--- src/rtl/conv2d_valid_multichannel_assert.svh ---
// Assertion macros shared by the convolution RTL.
// Depends on a clock named clk and a reset named rst in the using scope.
`ifndef CONV2D_VALID_MULTICHANNEL_ASSERT_SVH
`define CONV2D_VALID_MULTICHANNEL_ASSERT_SVH

// Same-cycle implication, checked outside reset.
`define CDV_ASSERT_NOW(lbl, ante, cons, msg) \
  lbl: assert property (@(posedge clk) disable iff (rst) (ante) |-> (cons)) else $error(msg);

// Next-cycle implication, checked outside reset.
`define CDV_ASSERT_NEXT(lbl, ante, cons, msg) \
  lbl: assert property (@(posedge clk) disable iff (rst) (ante) |=> (cons)) else $error(msg);

`endif

--- src/rtl/cdv_pkg.sv ---
// Types and codes shared by the convolution block.
// No dependencies.
package cdv_pkg;

  localparam logic [1:0] FUNC_WEIGHT = 2'd0;
  localparam logic [1:0] FUNC_BIAS   = 2'd1;
  localparam logic [1:0] FUNC_SAMPLE = 2'd2;

  localparam logic [2:0] REG_FILTERS  = 3'd0;
  localparam logic [2:0] REG_KERNEL   = 3'd1;
  localparam logic [2:0] REG_CHANNELS = 3'd2;
  localparam logic [2:0] REG_WIDTH    = 3'd3;
  localparam logic [2:0] REG_HEIGHT   = 3'd4;

  typedef enum logic [1:0] {
    CMD_WEIGHT,
    CMD_BIAS,
    CMD_SAMPLE
  } cmd_t;

  typedef struct packed {
    cmd_t               cmd;
    logic [14:0]        addr;
    logic signed [15:0] value;
    logic               fstart;
  } item_t;

  typedef struct packed {
    logic signed [39:0] sum;
    logic [5:0]         filt;
    logic [7:0]         row;
    logic [7:0]         col;
    logic               last;
  } res_t;

  // Clamped configuration as the engine uses it.
  typedef struct packed {
    logic [6:0] nf;
    logic [1:0] k;
    logic [5:0] nc;
    logic [8:0] w;
    logic [8:0] h;
  } cfg_t;

  typedef enum logic [2:0] {
    ST_IDLE,
    ST_BIAS,
    ST_MAC,
    ST_DRAIN,
    ST_EMIT
  } eng_state_t;

endpackage

--- src/rtl/cdv_ofifo.sv ---
// Result queue between the engine and the result ports.
// Depends on cdv_pkg.
module cdv_ofifo (
  input  logic           clk,
  input  logic           rst,
  input  logic           wr,
  input  cdv_pkg::res_t  wdata,
  output logic           space,
  output logic           empty,
  input  logic           pop,
  output cdv_pkg::res_t  rdata
);

  localparam int DEPTH = 4;

  cdv_pkg::res_t mem [DEPTH];
  logic [1:0] wr_ptr;
  logic [1:0] rd_ptr;
  logic [2:0] count;
  logic       rd;

  assign space = (count != 3'(DEPTH));
  assign empty = (count == 3'd0);
  assign rd    = pop && !empty;
  assign rdata = mem[rd_ptr];

  always_ff @(posedge clk) begin
    if (wr) begin
      mem[wr_ptr] <= wdata;
    end
  end

  always_ff @(posedge clk) begin
    if (rst) begin
      wr_ptr <= '0;
      rd_ptr <= '0;
      count  <= '0;
    end else begin
      if (wr) wr_ptr <= wr_ptr + 2'd1;
      if (rd) rd_ptr <= rd_ptr + 2'd1;
      count <= count + 3'(wr) - 3'(rd);
    end
  end

endmodule

--- config.mk ---
export PLATFORM = sky130hd
export DESIGN_NAME = cdv_ofifo
export DESIGN_NICKNAME = d
export VERILOG_FILES = /design/src/rtl/conv2d_valid_multichannel_assert.svh /design/src/rtl/cdv_pkg.sv /design/src/rtl/cdv_ofifo.sv
export SDC_FILE = /design/constraint.sdc
export NUM_CORES = 1
export LEC_CHECK = 0
export BUFFER_PORTS_ARGS = -buffer_cell sky130_fd_sc_hd__buf_4
export CORE_ASPECT_RATIO = 0.8
export CORE_MARGIN = 2
export CORE_UTILIZATION = 25
export DETAILED_ROUTE_END_ITERATION = 16
export REMOVE_ABC_BUFFERS = 1
export SYNTH_ARGS = -nofsm -noshare
export SYNTH_HDL_FRONTEND = slang
export SYNTH_SLANG_ARGS = --single-unit
--- constraint.sdc ---
create_clock -name clk -period 2.7 [get_ports clk]
set_clock_uncertainty 0.05 [all_clocks]
set_input_delay 0.135 -clock clk [delete_from_list [all_inputs] [get_ports clk]]
set_output_delay 0.135 -clock clk [all_outputs]
set_load 0.02 [all_outputs]
==> results of run 1 <==
[area by class of cell]
class                   instances  area share [%]
flip-flops and latches        261            60.9
inverters                       5           0.147
repair buffers                205            14.0
well taps                     495            4.86
clock buffers                  30            5.73
multi-input cells              94            13.4
clock inverters                21            1.03
[power groups by stage]
| stage | clock, mW | combinational [mW] | sequential [mW] |
|---|---|---|---|
| finish | 3.53 | 2.25 | 4.77 |
| global route | 3.85 | 2.43 | 4.79 |
| CTS | 3.68 | 2.31 | 4.78 |
| detailed placement | 0 | 2.23 | 4.86 |
| global placement | 0 | 2.22 | 4.85 |
| floorplan | 0 | 1.22 | 4.99 |
[per-layer routing]
metal  global-route usage (%)  share of wire (%)  wire, um
met1                     12.2                 45      8340
met2                     14.9                 47      8800
met3                     2.78                5.8      1090
met4                     2.32                2.3       436
met5                        0                  0         0
[worst max-delay path: stages, from the launching register on]
cell,delay (ns)
dfxtp_4,0.35
buf_12,0.42
mux4_1,0.65
buf_4,0.18
[worst paths after layout]
path                                 from    endpoint  slack (ns)  depth (start not counted)
worst max-delay path                 flop   rdata[58]        0.34                          3
worst min-delay path            wdata[38]  mem[2][38]        0.28                          2
worst max register to register   count[1]    count[2]        0.73                          8
worst min register to register  wr_ptr[1]   wr_ptr[1]        0.51                          2
[cell families after synthesis]
family                   share of synthesized area (%)
multiplexers                                      15.3
XOR/XNOR                                         0.325
AND/OR/NAND/NOR                                  0.818
adder cells (fa/ha/maj)                          0.987
buffers and inverters                             1.95
AO/OA/AOI/OAI                                    0.182
flip-flops                                        80.4
[flip-flops by register name, summed over array words and instances (netlist names), named ones only]
| register | cells |
|---|---|
| mem | 252 |
| wr_ptr | 2 |
| count | 3 |
| rd_ptr | 2 |
[cell usage after synthesis, types with 3 or more instances]
cell type,count,area [um^2]
ha_1,6,75.1
nor2_1,7,26.3
mux4_2,60,1350
buf_12,6,120
buf_2,6,30.0
and2_1,4,25.0
inv_1,5,18.8
edfxtp_1,252,7570
nor2b_1,3,18.8
mux4_1,3,78.8
mux2_2,3,33.8
dfxtp_1,9,180
[what timing repair did]
item	4_1_cts	5_1_grt
setup endpoints to repair	0	0
hold buffers	66	0
endpoints found under the hold margin	265	0
[through the flow]
stage | cell area, um^2 | hold slack, ns | util [%]
after floorplan | 9460 | 0.152 | -
after global placement | 11200 | 0.287 | 29.4
after detailed placement | 11200 | 0.288 | 29.4
after CTS | 12700 | 0.243 | 33.4
after global routing | 12700 | 0.253 | 33.4
final | 12700 | 0.285 | 33.4
==> out/results.txt, run 1 <==
Status -> completed
DRT Wirelength -> 18700 um
I/O pins -> 132
DRT Pass-1 Iters -> 4
Sink Count -> 261
Post-DP HPWL -> 10400 um
Pwr dens -> 829 nW/um^2
Synth Flop Type -> edfxtp_1
Initial DRC count -> 212
Combinational fraction of design power -> 21.3%
Setup repair bufs after CTS -> 0
Library cells used by synthesis -> 22
Syn Inst Count -> 375
Sequential Power Share -> 45.2%
Min-Delay Path Class -> input port to flop
Seq/Total Area, Yosys -> 80.4%
Synthesized cell area -> 9630 um^2
Final Hold Viols -> 0
Ant diodes -> 0
Proportion of layout cells with a drive suffix above 1 -> 41.2%
Leakage -> 4.27 nW
Post-route ant nets -> 0
Yosys reg bits -> 261
First-pass GRT wire length -> 28700 um
Worst-Skew Late Latency -> 0.53 ns
Commonest non-fill, non-tap cell in the layout -> edfxtp_1
Vias in the first global route -> 4853
Clk pwr share -> 33.5%
Final cycle utilization of the critical path -> 87.5%
CTS tree -> built
Layout Cells excl Fill -> 1111
Max-cap violations -> 0
Final #Nets -> 669
Max Buffers Root-to-Sink -> 3
Dpl ws -> 0.724 ns
Die Area -> 40100 um^2
Placeable Area -> 38100 um^2
Synth Warn # -> 0
Initial core utilization -> 25.3%
GRT Util Overall -> 9.26%
Final min period -> 2.36 ns
Reg area -> 7750 um^2
Required @ worst endpoint -> 2.52 ns
Post-synth EDFFs -> 252
CP Class -> flop to output pin
Worst VDD drop -> 0.707 mV
Final setup margin -> 0.336 ns
TritonCTS buffer count -> 28
Final slew viol count -> 0
Post-synthesis async set-or-reset flop share -> 0%
Vias -> 4507
CP arrival -> 2.18 ns
Area delta synth->final -> 32.3%
Setup TNS -> 0 ns
Crit. End Element -> output pin
Slew Limit Headroom -> 62.1%
Avg WL per Cell -> 16.8 um
CP max FO -> 63
Initial antenna violation count -> 0
RSZ-0062 raised after global routing -> false
DR vias/cell -> 4.06
Die Wd -> 223 um
# resized after CTS -> 0
Num rows -> 64
# port buffers -> 131
Cell Count Post-Placement -> 994
Placer congestion estimate -> 0.654
Sw Pwr -> 2.79 mW
# DRC -> 0
Power Total -> 10.6 mW
Pint -> 7.77 mW
Die outline height -> 180 um
FILL cells -> 3573
Switch share -> 26.4%
Largest net degree at the start of global routing -> 64
F_max -> 423 MHz
Multi-input logic area -> 1710 um^2
# setup viols final -> 0
Clock slew seen by the registers of the worst setup and hold paths -> 0.06 ns
CTS root buf -> clkbuf_16
Worst-Margin Slew -> 0.568 ns
H-tree levels -> 1
Gr ovfl total -> 0
Worst setup SP type -> flop
Commonest non-fill, non-tap cells in the layout -> edfxtp_1 (252), buf_4 (133), dlygate4sd3_1 (66)
Average size of a mapped cell -> 25.7 um^2
Note: power is estimated with default switching activity, not from simulation.
==> run 2, diff against run 1 <==
--- a/config.mk
+++ b/config.mk
@@ -8,7 +8,7 @@
 export BUFFER_PORTS_ARGS = -buffer_cell sky130_fd_sc_hd__buf_4
 export CORE_ASPECT_RATIO = 0.8
 export CORE_MARGIN = 2
-export CORE_UTILIZATION = 25
+export CORE_UTILIZATION = 45
 export DETAILED_ROUTE_END_ITERATION = 16
 export REMOVE_ABC_BUFFERS = 1
 export SYNTH_ARGS = -nofsm -noshare
==> constraint.sdc (replaced) <==
create_clock -name clk -period 2.7 [get_ports clk]
set_clock_uncertainty 0.05 [all_clocks]
set_input_delay 0.54 -clock clk [delete_from_list [all_inputs] [get_ports clk]]
set_output_delay 0.54 -clock clk [all_outputs]
set_load 0.02 [all_outputs]
==> out/results.txt, run 2 (synthesis results as in run 1) <==
Status -> completed (unchanged)
Clock slew seen by the registers of the worst setup and hold paths -> 0.06 ns (about the same)
First-pass GRT wire length -> 26200 um (was 28700 um)
FILL cells -> 1578 (was 3573)
Top reg by flops -> mem (unchanged)
Cts hold-fix bufs -> 0 (was 66)
Min-Delay Path Class -> input port to flop (unchanged)
CTS root buf -> clkbuf_16 (unchanged)
Vias in the first global route -> 4723 (was 4853)
Initial DRC count -> 295 (was 212)
Finished Cell Area -> 11700 um^2 (was 12700 um^2)
Area delta synth->final -> 21.8% (was 32.3%)
Proportion of layout cells with a drive suffix above 1 -> 44.9% (was 41.2%)
# port buffers -> 131 (unchanged)
# DRC -> 0 (unchanged)
TritonCTS buffer count -> 26 (was 28)
Worst-Skew Late Latency -> 0.51 ns (was 0.53 ns)
Initial core utilization -> 46.3% (was 25.3%)
Final cycle utilization of the critical path -> 93.8% (was 87.5%)
Setup repair bufs after CTS -> 0 (unchanged)
Placeable Area -> 20800 um^2 (was 38100 um^2)
Power Total -> 10.2 mW (was 10.6 mW)
Worst VDD drop -> 0.509 mV (was 0.707 mV)
CP Class -> flop to output pin (unchanged)
Worst setup SP type -> flop (unchanged)
Gr ovfl total -> 0 (unchanged)
Die Wd -> 168 um (was 223 um)
Post-DP HPWL -> 10300 um (was 10400 um)
# resized after CTS -> 0 (unchanged)
Max Buffers Root-to-Sink -> 3 (unchanged)
GRT Util Overall -> 15.4% (was 9.26%)
Leakage -> 3.97 nW (was 4.27 nW)
Num rows -> 47 (was 64)
DRT Wirelength -> 17200 um (was 18700 um)
Avg WL per Cell -> 21.0 um (was 16.8 um)
Die Area -> 22600 um^2 (was 40100 um^2)
Final #Nets -> 605 (was 669)
CP max FO -> 33 (was 63)
DRT Pass-1 Iters -> 4 (unchanged)
Top flop regs -> mem: 252 flops, count: 3 flops (unchanged)
Final min period -> 2.53 ns (was 2.36 ns)
Post-DP Area -> 11000 um^2 (was 11200 um^2)
F_max -> 395 MHz (was 423 MHz)
CTS tree -> built (unchanged)
Finished Core Util -> 56.4% (was 33.4%)
RSZ-0062 raised after global routing -> false (unchanged)
Ant diodes -> 0 (unchanged)
Crit. End Element -> output pin (unchanged)
Pwr dens -> 867 nW/um^2 (was 829 nW/um^2)
Commonest non-fill, non-tap cells in the layout -> edfxtp_1 (252), buf_4 (136), mux4_2 (60) (was edfxtp_1 (252), buf_4 (133), dlygate4sd3_1 (66))
DR vias/cell -> 5.30 (was 4.06)
H-tree levels -> 1 (unchanged)
Final slew viol count -> 0 (unchanged)
Max-cap violations -> 0 (unchanged)
Vias -> 4329 (was 4507)
Commonest non-fill, non-tap cell in the layout -> edfxtp_1 (unchanged)
Final Hold Viols -> 0 (unchanged)
Die outline height -> 135 um (was 180 um)
Slew Limit Headroom -> 74.5% (was 62.1%)
Sink Count -> 261 (unchanged)
Post-route ant nets -> 0 (unchanged)
CP arrival -> 1.94 ns (was 2.18 ns)
Initial antenna violation count -> 0 (unchanged)
I/O pins -> 132 (unchanged)
Largest net degree at the start of global routing -> 34 (was 64)
Worst-Margin Slew -> 0.378 ns (was 0.568 ns)
# setup viols final -> 0 (unchanged)
Required @ worst endpoint -> 2.11 ns (was 2.52 ns)
Placer congestion estimate -> 0.672 (was 0.654)
Largest register FFs -> 252 (unchanged)
run 2: power breakdown:
part | internal (mW) | switching, mW
Clock | 1.82 | 1.37
Combinational | 1.10 | 1.12
Sequential | 4.67 | 0.0952
run 2: metal layers:
layer	vias to the layer above	routed length (um)	global-route usage, %
met3	27	1180	4.78
met4	0	357	3.67
met2	131	8260	25.7
met1	2262	7380	20.2
li1	1909	-	-
met5	-	0	0
run 2: per-stage QoR:
step                worst slack [ns]  setup TNS [ns]  hold slack [ns]  instances
global route                  0.0860               0            0.155        817
CTS                            0.126               0            0.147        817
finish                         0.167               0            0.171        817
detailed placement             0.611               0            0.506        772
global placement               0.663               0            0.495        772
floorplan                      -1.35          -80.18            0.464        360
run 2: worst paths after layout:
| kind | from | endpoint | slack, ns | cells past startpoint |
|---|---|---|---|---|
| hold reg to reg | wr_ptr[1] | wr_ptr[1] | 0.51 | 2 |
| setup reg to reg | count[1] | count[2] | 0.69 | 8 |
| hold / removal | wdata[27] | mem[3][27] | 0.17 | 1 |
| setup / recovery | flop | rdata[42] | 0.17 | 3 |
run 2: worst max-delay path, cell delays in order, from the launching register on:
cell and delay (ns):
dfxtp_4 0.55, buf_12 0.29, mux4_2 0.37, buf_4 0.18
run 2: area by class of cell:
class	instances	area, um^2	area share (%)
clock buffers	34	702	5.98
clock inverters	11	53.8	0.459
inverters	5	18.8	0.160
multi-input cells	94	1710	14.5
flip-flops and latches	261	7750	66.1
well taps	269	337	2.87
repair buffers	143	1160	9.90
