--- config.mk ---
export PLATFORM = sky130hd
export DESIGN_NAME = cdv_front
export DESIGN_NICKNAME = d
export VERILOG_FILES = /design/src/rtl/conv2d_valid_multichannel_assert.svh /design/src/rtl/cdv_pkg.sv /design/src/rtl/cdv_front.sv
export SDC_FILE = /design/constraint.sdc
export NUM_CORES = 1
export LEC_CHECK = 0
export BUFFER_PORTS_ARGS = -buffer_cell sky130_fd_sc_hd__buf_4
export CAP_MARGIN = 20
export CORE_ASPECT_RATIO = 0.5
export CORE_MARGIN = 5
export CORE_UTILIZATION = 51
export CTS_BUF_LIST = sky130_fd_sc_hd__clkbuf_16
export DETAILED_ROUTE_END_ITERATION = 10
export GPL_TIMING_DRIVEN = 1
export HOLD_SLACK_MARGIN = 0.12
export PLACE_DENSITY = 0.75
export SETUP_SLACK_MARGIN = 0.05
export SLEW_MARGIN = 10
export SYNTH_ARGS = -nofsm -noshare
export SYNTH_HDL_FRONTEND = slang
export SYNTH_SLANG_ARGS = --single-unit
--- constraint.sdc ---
create_clock -name clk -period 2.6 [get_ports clk]
set_input_delay 0.26 -clock clk [delete_from_list [all_inputs] [get_ports clk]]
set_output_delay 0.26 -clock clk [all_outputs]
set_load 0.01 [all_outputs]
--- src/rtl/conv2d_valid_multichannel_assert.svh ---
// Assertion macros shared by the convolution RTL.
// Depends on a clock named clk and a reset named rst in the using scope.
`ifndef CONV2D_VALID_MULTICHANNEL_ASSERT_SVH
`define CONV2D_VALID_MULTICHANNEL_ASSERT_SVH

// Same-cycle implication, checked outside reset.
`define CDV_ASSERT_NOW(lbl, ante, cons, msg) \
  lbl: assert property (@(posedge clk) disable iff (rst) (ante) |-> (cons)) else $error(msg);

// Next-cycle implication, checked outside reset.
`define CDV_ASSERT_NEXT(lbl, ante, cons, msg) \
  lbl: assert property (@(posedge clk) disable iff (rst) (ante) |=> (cons)) else $error(msg);

`endif

--- src/rtl/cdv_pkg.sv ---
// Types and codes shared by the convolution block.
// No dependencies.
package cdv_pkg;

  localparam logic [1:0] FUNC_WEIGHT = 2'd0;
  localparam logic [1:0] FUNC_BIAS   = 2'd1;
  localparam logic [1:0] FUNC_SAMPLE = 2'd2;

  localparam logic [2:0] REG_FILTERS  = 3'd0;
  localparam logic [2:0] REG_KERNEL   = 3'd1;
  localparam logic [2:0] REG_CHANNELS = 3'd2;
  localparam logic [2:0] REG_WIDTH    = 3'd3;
  localparam logic [2:0] REG_HEIGHT   = 3'd4;

  typedef enum logic [1:0] {
    CMD_WEIGHT,
    CMD_BIAS,
    CMD_SAMPLE
  } cmd_t;

  typedef struct packed {
    cmd_t               cmd;
    logic [14:0]        addr;
    logic signed [15:0] value;
    logic               fstart;
  } item_t;

  typedef struct packed {
    logic signed [39:0] sum;
    logic [5:0]         filt;
    logic [7:0]         row;
    logic [7:0]         col;
    logic               last;
  } res_t;

  // Clamped configuration as the engine uses it.
  typedef struct packed {
    logic [6:0] nf;
    logic [1:0] k;
    logic [5:0] nc;
    logic [8:0] w;
    logic [8:0] h;
  } cfg_t;

  typedef enum logic [2:0] {
    ST_IDLE,
    ST_BIAS,
    ST_MAC,
    ST_DRAIN,
    ST_EMIT
  } eng_state_t;

endpackage

--- src/rtl/cdv_front.sv ---
// Input queue: accepts items, classifies them and drops those with no effect.
// Depends on cdv_pkg.
module cdv_front #(
  parameter int WDEPTH = 18432,
  parameter int NFILT  = 64
) (
  input  logic               clk,
  input  logic               rst,
  input  logic               push,
  output logic               full,
  input  logic [1:0]         func,
  input  logic [14:0]        address,
  input  logic signed [15:0] value,
  input  logic               frame_start,
  output logic               q_valid,
  output cdv_pkg::item_t     q_item,
  input  logic               q_take
);

  localparam int DEPTH = 4;

  cdv_pkg::item_t mem [DEPTH];
  logic [1:0] wr_ptr;
  logic [1:0] rd_ptr;
  logic [2:0] count;
  logic       keep;
  logic       acc;
  cdv_pkg::item_t item;

  always_comb begin
    item.addr   = address;
    item.value  = value;
    item.fstart = frame_start;
    item.cmd    = cdv_pkg::CMD_SAMPLE;
    keep        = 1'b0;
    unique case (func)
      cdv_pkg::FUNC_WEIGHT: begin
        item.cmd = cdv_pkg::CMD_WEIGHT;
        keep     = ({17'd0, address} < WDEPTH);
      end
      cdv_pkg::FUNC_BIAS: begin
        item.cmd = cdv_pkg::CMD_BIAS;
        keep     = ({17'd0, address} < NFILT);
      end
      cdv_pkg::FUNC_SAMPLE: begin
        keep = 1'b1;
      end
      default: keep = 1'b0;
    endcase
  end

  assign full    = (count == 3'(DEPTH));
  assign acc     = push && !full && keep;
  assign q_valid = (count != 3'd0);
  assign q_item  = mem[rd_ptr];

  always_ff @(posedge clk) begin
    if (acc) begin
      mem[wr_ptr] <= item;
    end
  end

  always_ff @(posedge clk) begin
    if (rst) begin
      wr_ptr <= '0;
      rd_ptr <= '0;
      count  <= '0;
    end else begin
      if (acc) wr_ptr <= wr_ptr + 2'd1;
      if (q_take) rd_ptr <= rd_ptr + 2'd1;
      count <= count + 3'(acc) - 3'(q_take);
    end
  end

endmodule

==> results of run 1 <==
-- cell type report --
type                       instances  share of cell area (%)
clock inverter                    15                   2.386
multi-input combinational         70                   15.26
clock buffer                      17                   5.921
timing repair buffer             118                   14.30
tap                              140                   2.438
inverter                           6                  0.3135
sequential                       145                   59.39
-- final timing paths --
kind	endpoint	slack, ns
setup / recovery	count[2]	0.09
hold reg to reg	wr_ptr[1]	0.53
hold / removal	mem[2][25]	0.15
setup reg to reg	count[2]	0.37
-- stage by stage --
stage / total power (µW) / cells
6_report: 5669 / 511
5_1_grt: 5899 / 511
4_1_cts: 5718 / 510
3_5_place_dp: 3270 / 448
3_3_place_gp: 3244 / 448
2_1_floorplan: 2997 / 232
-- metal layers --
| metal | vias up | global-route usage (%) | wire (µm) |
|---|---|---|---|
| li1 | 1207 | - | - |
| met1 | 1352 | 20.91 | 4094 |
| met2 | 74 | 27.41 | 5120 |
| met3 | 12 | 5.815 | 541 |
| met4 | 0 | 5.242 | 129 |
| met5 | - | 0 | 0 |
-- worst max-delay path, cell delays in order --
cell	delay, ns
dlygate4sd3_1	0.56
buf_6	0.14
and2b_1	0.16
o32ai_2	0.15
and4b_1	0.26
inv_1	0.05
ha_1	0.26
inv_1	0.04
ha_2	0.17
fa_2	0.38
xnor2_2	0.15
xnor2_1	0.16
nor2_1	0.06
-- power groups by stage --
stage | combinational [µW] | clock (µW) | sequential, µW
CTS | 608 | 2460 | 2650
detailed placement | 568 | 0 | 2700
global placement | 547 | 0 | 2700
finish | 598 | 2420 | 2650
global route | 647 | 2590 | 2660
floorplan | 312 | 0 | 2690
-- flip-flops by register name, indices dropped and copies added (netlist names), named ones only --
signal  cells
rd_ptr      2
mem       136
count       3
wr_ptr      2
-- cell usage after synthesis --
library cell,number,area (µm²)
inv_1,6,22.52
buf_2,5,25.02
o32ai_1,1,8.760
nor2b_1,3,18.77
mux4_2,34,765.7
o41ai_2,1,16.27
or4_4,1,11.26
ha_1,6,75.07
and2b_1,1,7.510
nor3b_1,1,7.510
mux2_4,1,15.01
xor2_1,1,8.760
and4b_1,1,10.01
nand2b_1,2,12.51
fa_1,1,20.02
clkbuf_1,5,18.77
and2_2,4,30.03
or3_1,1,6.260
dfxtp_1,9,180.2
buf_6,1,11.26
nor2_1,6,22.52
mux2i_1,1,10.01
nand2_1,1,3.750
edfxtp_1,136,4084
xnor2_1,3,26.28
-- repair_timing --
item | in CTS | in global routing
resized for setup | 0 | 3
hold buffers | 30 | 0
endpoints found under the hold margin | 123 | 0
setup endpoints to repair | 0 | 1
buffers inserted | 0 | 1
-- logic make-up after synthesis --
| family | count (synthesis) | share of synthesized area, % |
|---|---|---|
| multiplexers | 36 | 14.60 |
| adder cells (fa/ha/maj) | 7 | 1.755 |
| buffers and inverters | 17 | 1.432 |
| flip-flops | 145 | 78.71 |
| AO/OA/AOI/OAI | 2 | 0.4620 |
| AND/OR/NAND/NOR | 21 | 2.402 |
| XOR/XNOR | 4 | 0.6468 |
==> results.ini, run 1 <==
[run_status]
status = completed

[route]
viasPerCell = 5.176
vias = 2645
firstDrtPassIters = 4
wl_per_cell_um = 19.34
remaining_drc_errors = 0
drtAntennaViolNets = 0
drt_iter0_markers = 108
finalWirelength_mm = 9.885

[sta]
clock.fmax_mhz = 399.1
finalWorstSetupSlack_ns = 0.09445
slew_viol_final = 0
fin_tns_setup_ns = 0
setup_viol = 0
max_slew.worst_pin.slew_ns = 0.4071
hold_slack_ns = 0.1463
hold_violations = 0
slew_headroom_pct = 72.86
fin_crit_sh_pct = 96.37
period_needed_ns = 2.506
finClkSkew_ns = 0.005527

[cells_and_area]
n_fill_cell = 653
antenna_cells = 0
finalNetCount = 403
area_delta_synth_final_pct = 32.61
multi_input_area_um2 = 1096
final_area_um2 = 7184
regArea_um2 = 4267
fin_util_pct = 69.89
final_common_cell = edfxtp_1
mostFrequentLayoutCells = edfxtp_1 (136), buf_4 (82), mux4_2 (34)
drive_gt1_share_pct = 45.01

[yosys]
syn_area_um2 = 5418
yosysSeqAreaShare_pct = 78.71
synth_seq_cells = 145
yosys_warnings = 0
syn-num-nets = 277
ys_types = 25
syn_area_per_cell_um2 = 23.35
synthCells = 232

[worst_setup_path]
worstRegToRegCells = 10
crit_start = address[14]
critPathKind = primary input to flop
crit_arrival_ns = 2.81
cp.required_ns = 2.91
crit_path_start_kind = primary input
cp_max_fo = 6
rr_startpoint = count[2]
worstSetupEndpointType = flop

[pwr]
cell_internal_pwr_uw = 4401
clockPowerShare_pct = 42.6
swShare_pct = 22.36
ir_drop_uv = 517.3
pwr-share-seq_pct = 46.8
p_comb_share_pct = 10.5
leakagePower_uw = 0.002504
pwr_density_cell_nw_per_um2 = 789.0
p_sw_uw = 1267

[global_routing]
grt-ovfl-total = 0
antenna_found_initial = 0
grt_pass1_wl_mm = 16.04
grt_max_degree = 35
first_global_vias = 2946
grtUsageTotal_pct = 16.64

[worst_hold_path]
hold_path_depth = 2
hp-start = address[8]
hp-class = primary input to flop

[place]
routabilityCongestion = 0.7714
post-place-ws_ns = -0.2021
io_buffers = 73
hpwlAfterDp_mm = 6.067
dpl_cell_area_um2 = 6266

[floorplan]
fp.dieH_um = 82.88
fp.coreArea_um2 = 10280
die_w_um = 155.8
fp-row-count = 26
start_util_pct = 52.70
io_pins = 74
dieArea_um2 = 12910

[clock_network]
clockRootBuffer = clkbuf_16
ctsHtreeMaxLevel = 4
cts_buffer_depth = 2
cts.sinks = 145
clock_latency_ns = 0.41
clkTransAtPathRegs_ns = 0.06
cts_tree = yes
cts_buffers = 17

[run]
maxCapViolations = 0

(Power assumes the default switching activity.)
==> run 2, diff against run 1 <==
--- a/config.mk
+++ b/config.mk
@@ -15,6 +15,7 @@
 export GPL_TIMING_DRIVEN = 1
 export HOLD_SLACK_MARGIN = 0.12
 export PLACE_DENSITY = 0.75
+export RECOVER_POWER = 50
 export SETUP_SLACK_MARGIN = 0.05
 export SLEW_MARGIN = 10
 export SYNTH_ARGS = -nofsm -noshare
==> run 2 against run 1 <==
Against the previous run:
- fmax shrank 1.0%
- count of clock-buffer cells in the layout is the same
- cell count is the same
- sequential cell count is the same
- total power shrank 0.61%
- design area shrank 1.8%
- global-route usage is the same
- die area is the same
- clock skew grew 0.00093 ns
==> results.ini, run 2 (synthesized netlist as in run 1, its figures left out) <==
[run_status]
status = completed  ; unchanged

[place]
hpwlAfterDp_mm = 6.067  ; unchanged
routabilityCongestion = 0.7714  ; unchanged
io_buffers = 73  ; unchanged

[cells_and_area]
regMostFlops = mem  ; unchanged
largest_reg_flops = 136  ; unchanged
reg_top3 = mem (136), count (3)  ; unchanged
mostFrequentLayoutCells = edfxtp_1 (136), buf_4 (45), mux4_2 (34), clkbuf_1 (34), dlygate4sd3_1 (30)  ; was edfxtp_1 (136), buf_4 (82), mux4_2 (34)
area_delta_synth_final_pct = 30.25  ; was 32.61%
drive_gt1_share_pct = 35.85  ; was 45.01%
final_common_cell = edfxtp_1  ; unchanged
antenna_cells = 0  ; unchanged
finalNetCount = 403  ; unchanged

[sta]
hold_slack_ns = 0.1616  ; was 0.1463 ns
hold_violations = 0  ; unchanged
clock.fmax_mhz = 395.0  ; was 399.1 MHz
period_needed_ns = 2.531  ; was 2.506 ns
fin_crit_sh_pct = 97.36  ; was 96.37%
fin_tns_setup_ns = 0  ; unchanged
slew_headroom_pct = 72.46  ; was 72.86%
finClkSkew_ns = 0.006455  ; was 0.005527 ns
slew_viol_final = 0  ; unchanged
max_slew.worst_pin.slew_ns = 0.4131  ; was 0.4071 ns
setup_viol = 0  ; unchanged

[clock_network]
clock_latency_ns = 0.41  ; about the same
cts_tree = yes  ; unchanged
ctsHtreeMaxLevel = 4  ; unchanged
cts_buffer_depth = 2  ; unchanged
clockRootBuffer = clkbuf_16  ; unchanged
cts_buffers = 17  ; unchanged
cts.sinks = 145  ; unchanged
clkTransAtPathRegs_ns = 0.06  ; about the same

[route]
vias = 2646  ; was 2645
wl_per_cell_um = 19.46  ; was 19.34 µm
finalWirelength_mm = 9.943  ; was 9.885 mm
viasPerCell = 5.178  ; was 5.176
firstDrtPassIters = 4  ; unchanged
remaining_drc_errors = 0  ; unchanged
drtAntennaViolNets = 0  ; unchanged
drt_iter0_markers = 111  ; was 108

[global_routing]
grt_pass1_wl_mm = 16.04  ; unchanged
antenna_found_initial = 0  ; unchanged
first_global_vias = 2946  ; unchanged
grtUsageTotal_pct = 16.64  ; unchanged
grt-ovfl-total = 0  ; unchanged
grt_max_degree = 35  ; unchanged

[floorplan]
fp.dieH_um = 82.88  ; unchanged
dieArea_um2 = 12910  ; unchanged
io_pins = 74  ; unchanged
die_w_um = 155.8  ; unchanged
start_util_pct = 52.70  ; unchanged
fp-row-count = 26  ; unchanged
fp.coreArea_um2 = 10280  ; unchanged

[worst_setup_path]
critical-path-top-delay-family = adder cells  ; unchanged
cp_max_fo = 6  ; unchanged
critical_path.cell_chain = dlygate4sd3_1 > buf_6 > and2b_1 > o32ai_2 > and4b_1 > inv_1 > ha_1 > inv_1 > ha_2 > fa_2 > xnor2_2 > xnor2_1 > nor2_1  ; unchanged
cp.required_ns = 2.89  ; was 2.91 ns
worstSetupEndpointType = flop  ; unchanged
crit_arrival_ns = 2.82  ; was 2.81 ns
slowest_delay_ns = 0.56  ; about the same
critPathKind = primary input to flop  ; unchanged
crit_path_start_kind = primary input  ; unchanged
crit_buf_inv = 4  ; unchanged
critPathSlowestCell = dlygate4sd3_1  ; unchanged
path_common_cell = inv_1  ; unchanged

[pwr]
leakagePower_uw = 0.002381  ; was 0.002504 µW
pwr_density_cell_nw_per_um2 = 798.4  ; was 789.0 nW/µm²
ir_drop_uv = 516.1  ; was 517.3 µV

[run]
maxCapViolations = 0  ; unchanged

[worst_hold_path]
hp-class = primary input to flop  ; unchanged

[run 2: path summary, 6_finish.rpt]
check                    from   endpoint  slack (ns)  depth (start not counted)
setup / recovery  address[14]   count[2]        0.07                         13
hold / removal         q_take  rd_ptr[0]        0.16                          3
setup reg to reg     count[2]   count[2]        0.35                         10
hold reg to reg     wr_ptr[1]  wr_ptr[1]        0.53                          2
[run 2: repair_timing]
item / in CTS / in global routing
gates resized for setup: 0 / 3
buffers inserted: 0 / 1
hold buffers: 30 / 0
hold endpoints to repair: 123 / 0
setup endpoints to repair: 0 / 1
[run 2: metrics by stage]
step	area, µm²	std cells	util, %	total power [µW]	setup WS, ns
2_1_floorplan	5428	232	-	2997	0.01051
3_3_place_gp	6266	448	60.95	3244	-0.09627
3_5_place_dp	6266	448	60.95	3270	-0.2021
4_1_cts	7163	510	69.68	5718	0.07332
5_1_grt	7057	511	68.65	5869	-0.02707
6_report	7057	511	68.65	5634	0.06855
[run 2: worst min-delay path, stage by stage]
cell     delay (ns)
buf_4          0.10
xnor2_1        0.09
nor2_1         0.08
[run 2: report_power, final]
part,switching (µW),internal (µW),leakage [µW],total [µW]
Clock,970,1440,0.000292,2410
Combinational,253,315,0.000786,569
Sequential,38.2,2620,0.00130,2650
Total,1260,4370,0.00238,5630
[run 2: area by class of cell]
class | instances | area [µm²]
fill | 698 | 3223
inverter | 6 | 22.52
tap | 140 | 175.2
multi-input combinational | 70 | 1096
sequential | 145 | 4267
timing repair buffer | 118 | 899.6
clock buffer | 17 | 425.4
clock inverter | 15 | 171.4
[run 2: routing by layer]
layer | vias up | share of wire (%) | routed length [µm] | track usage, %
met5 | - | 0 | 0 | 0
met1 | 1368 | 41 | 4097 | 20.91
met3 | 12 | 4.6 | 455 | 5.815
met2 | 58 | 53 | 5261 | 27.41
met4 | 0 | 1.3 | 129 | 5.242
li1 | 1208 | - | - | -
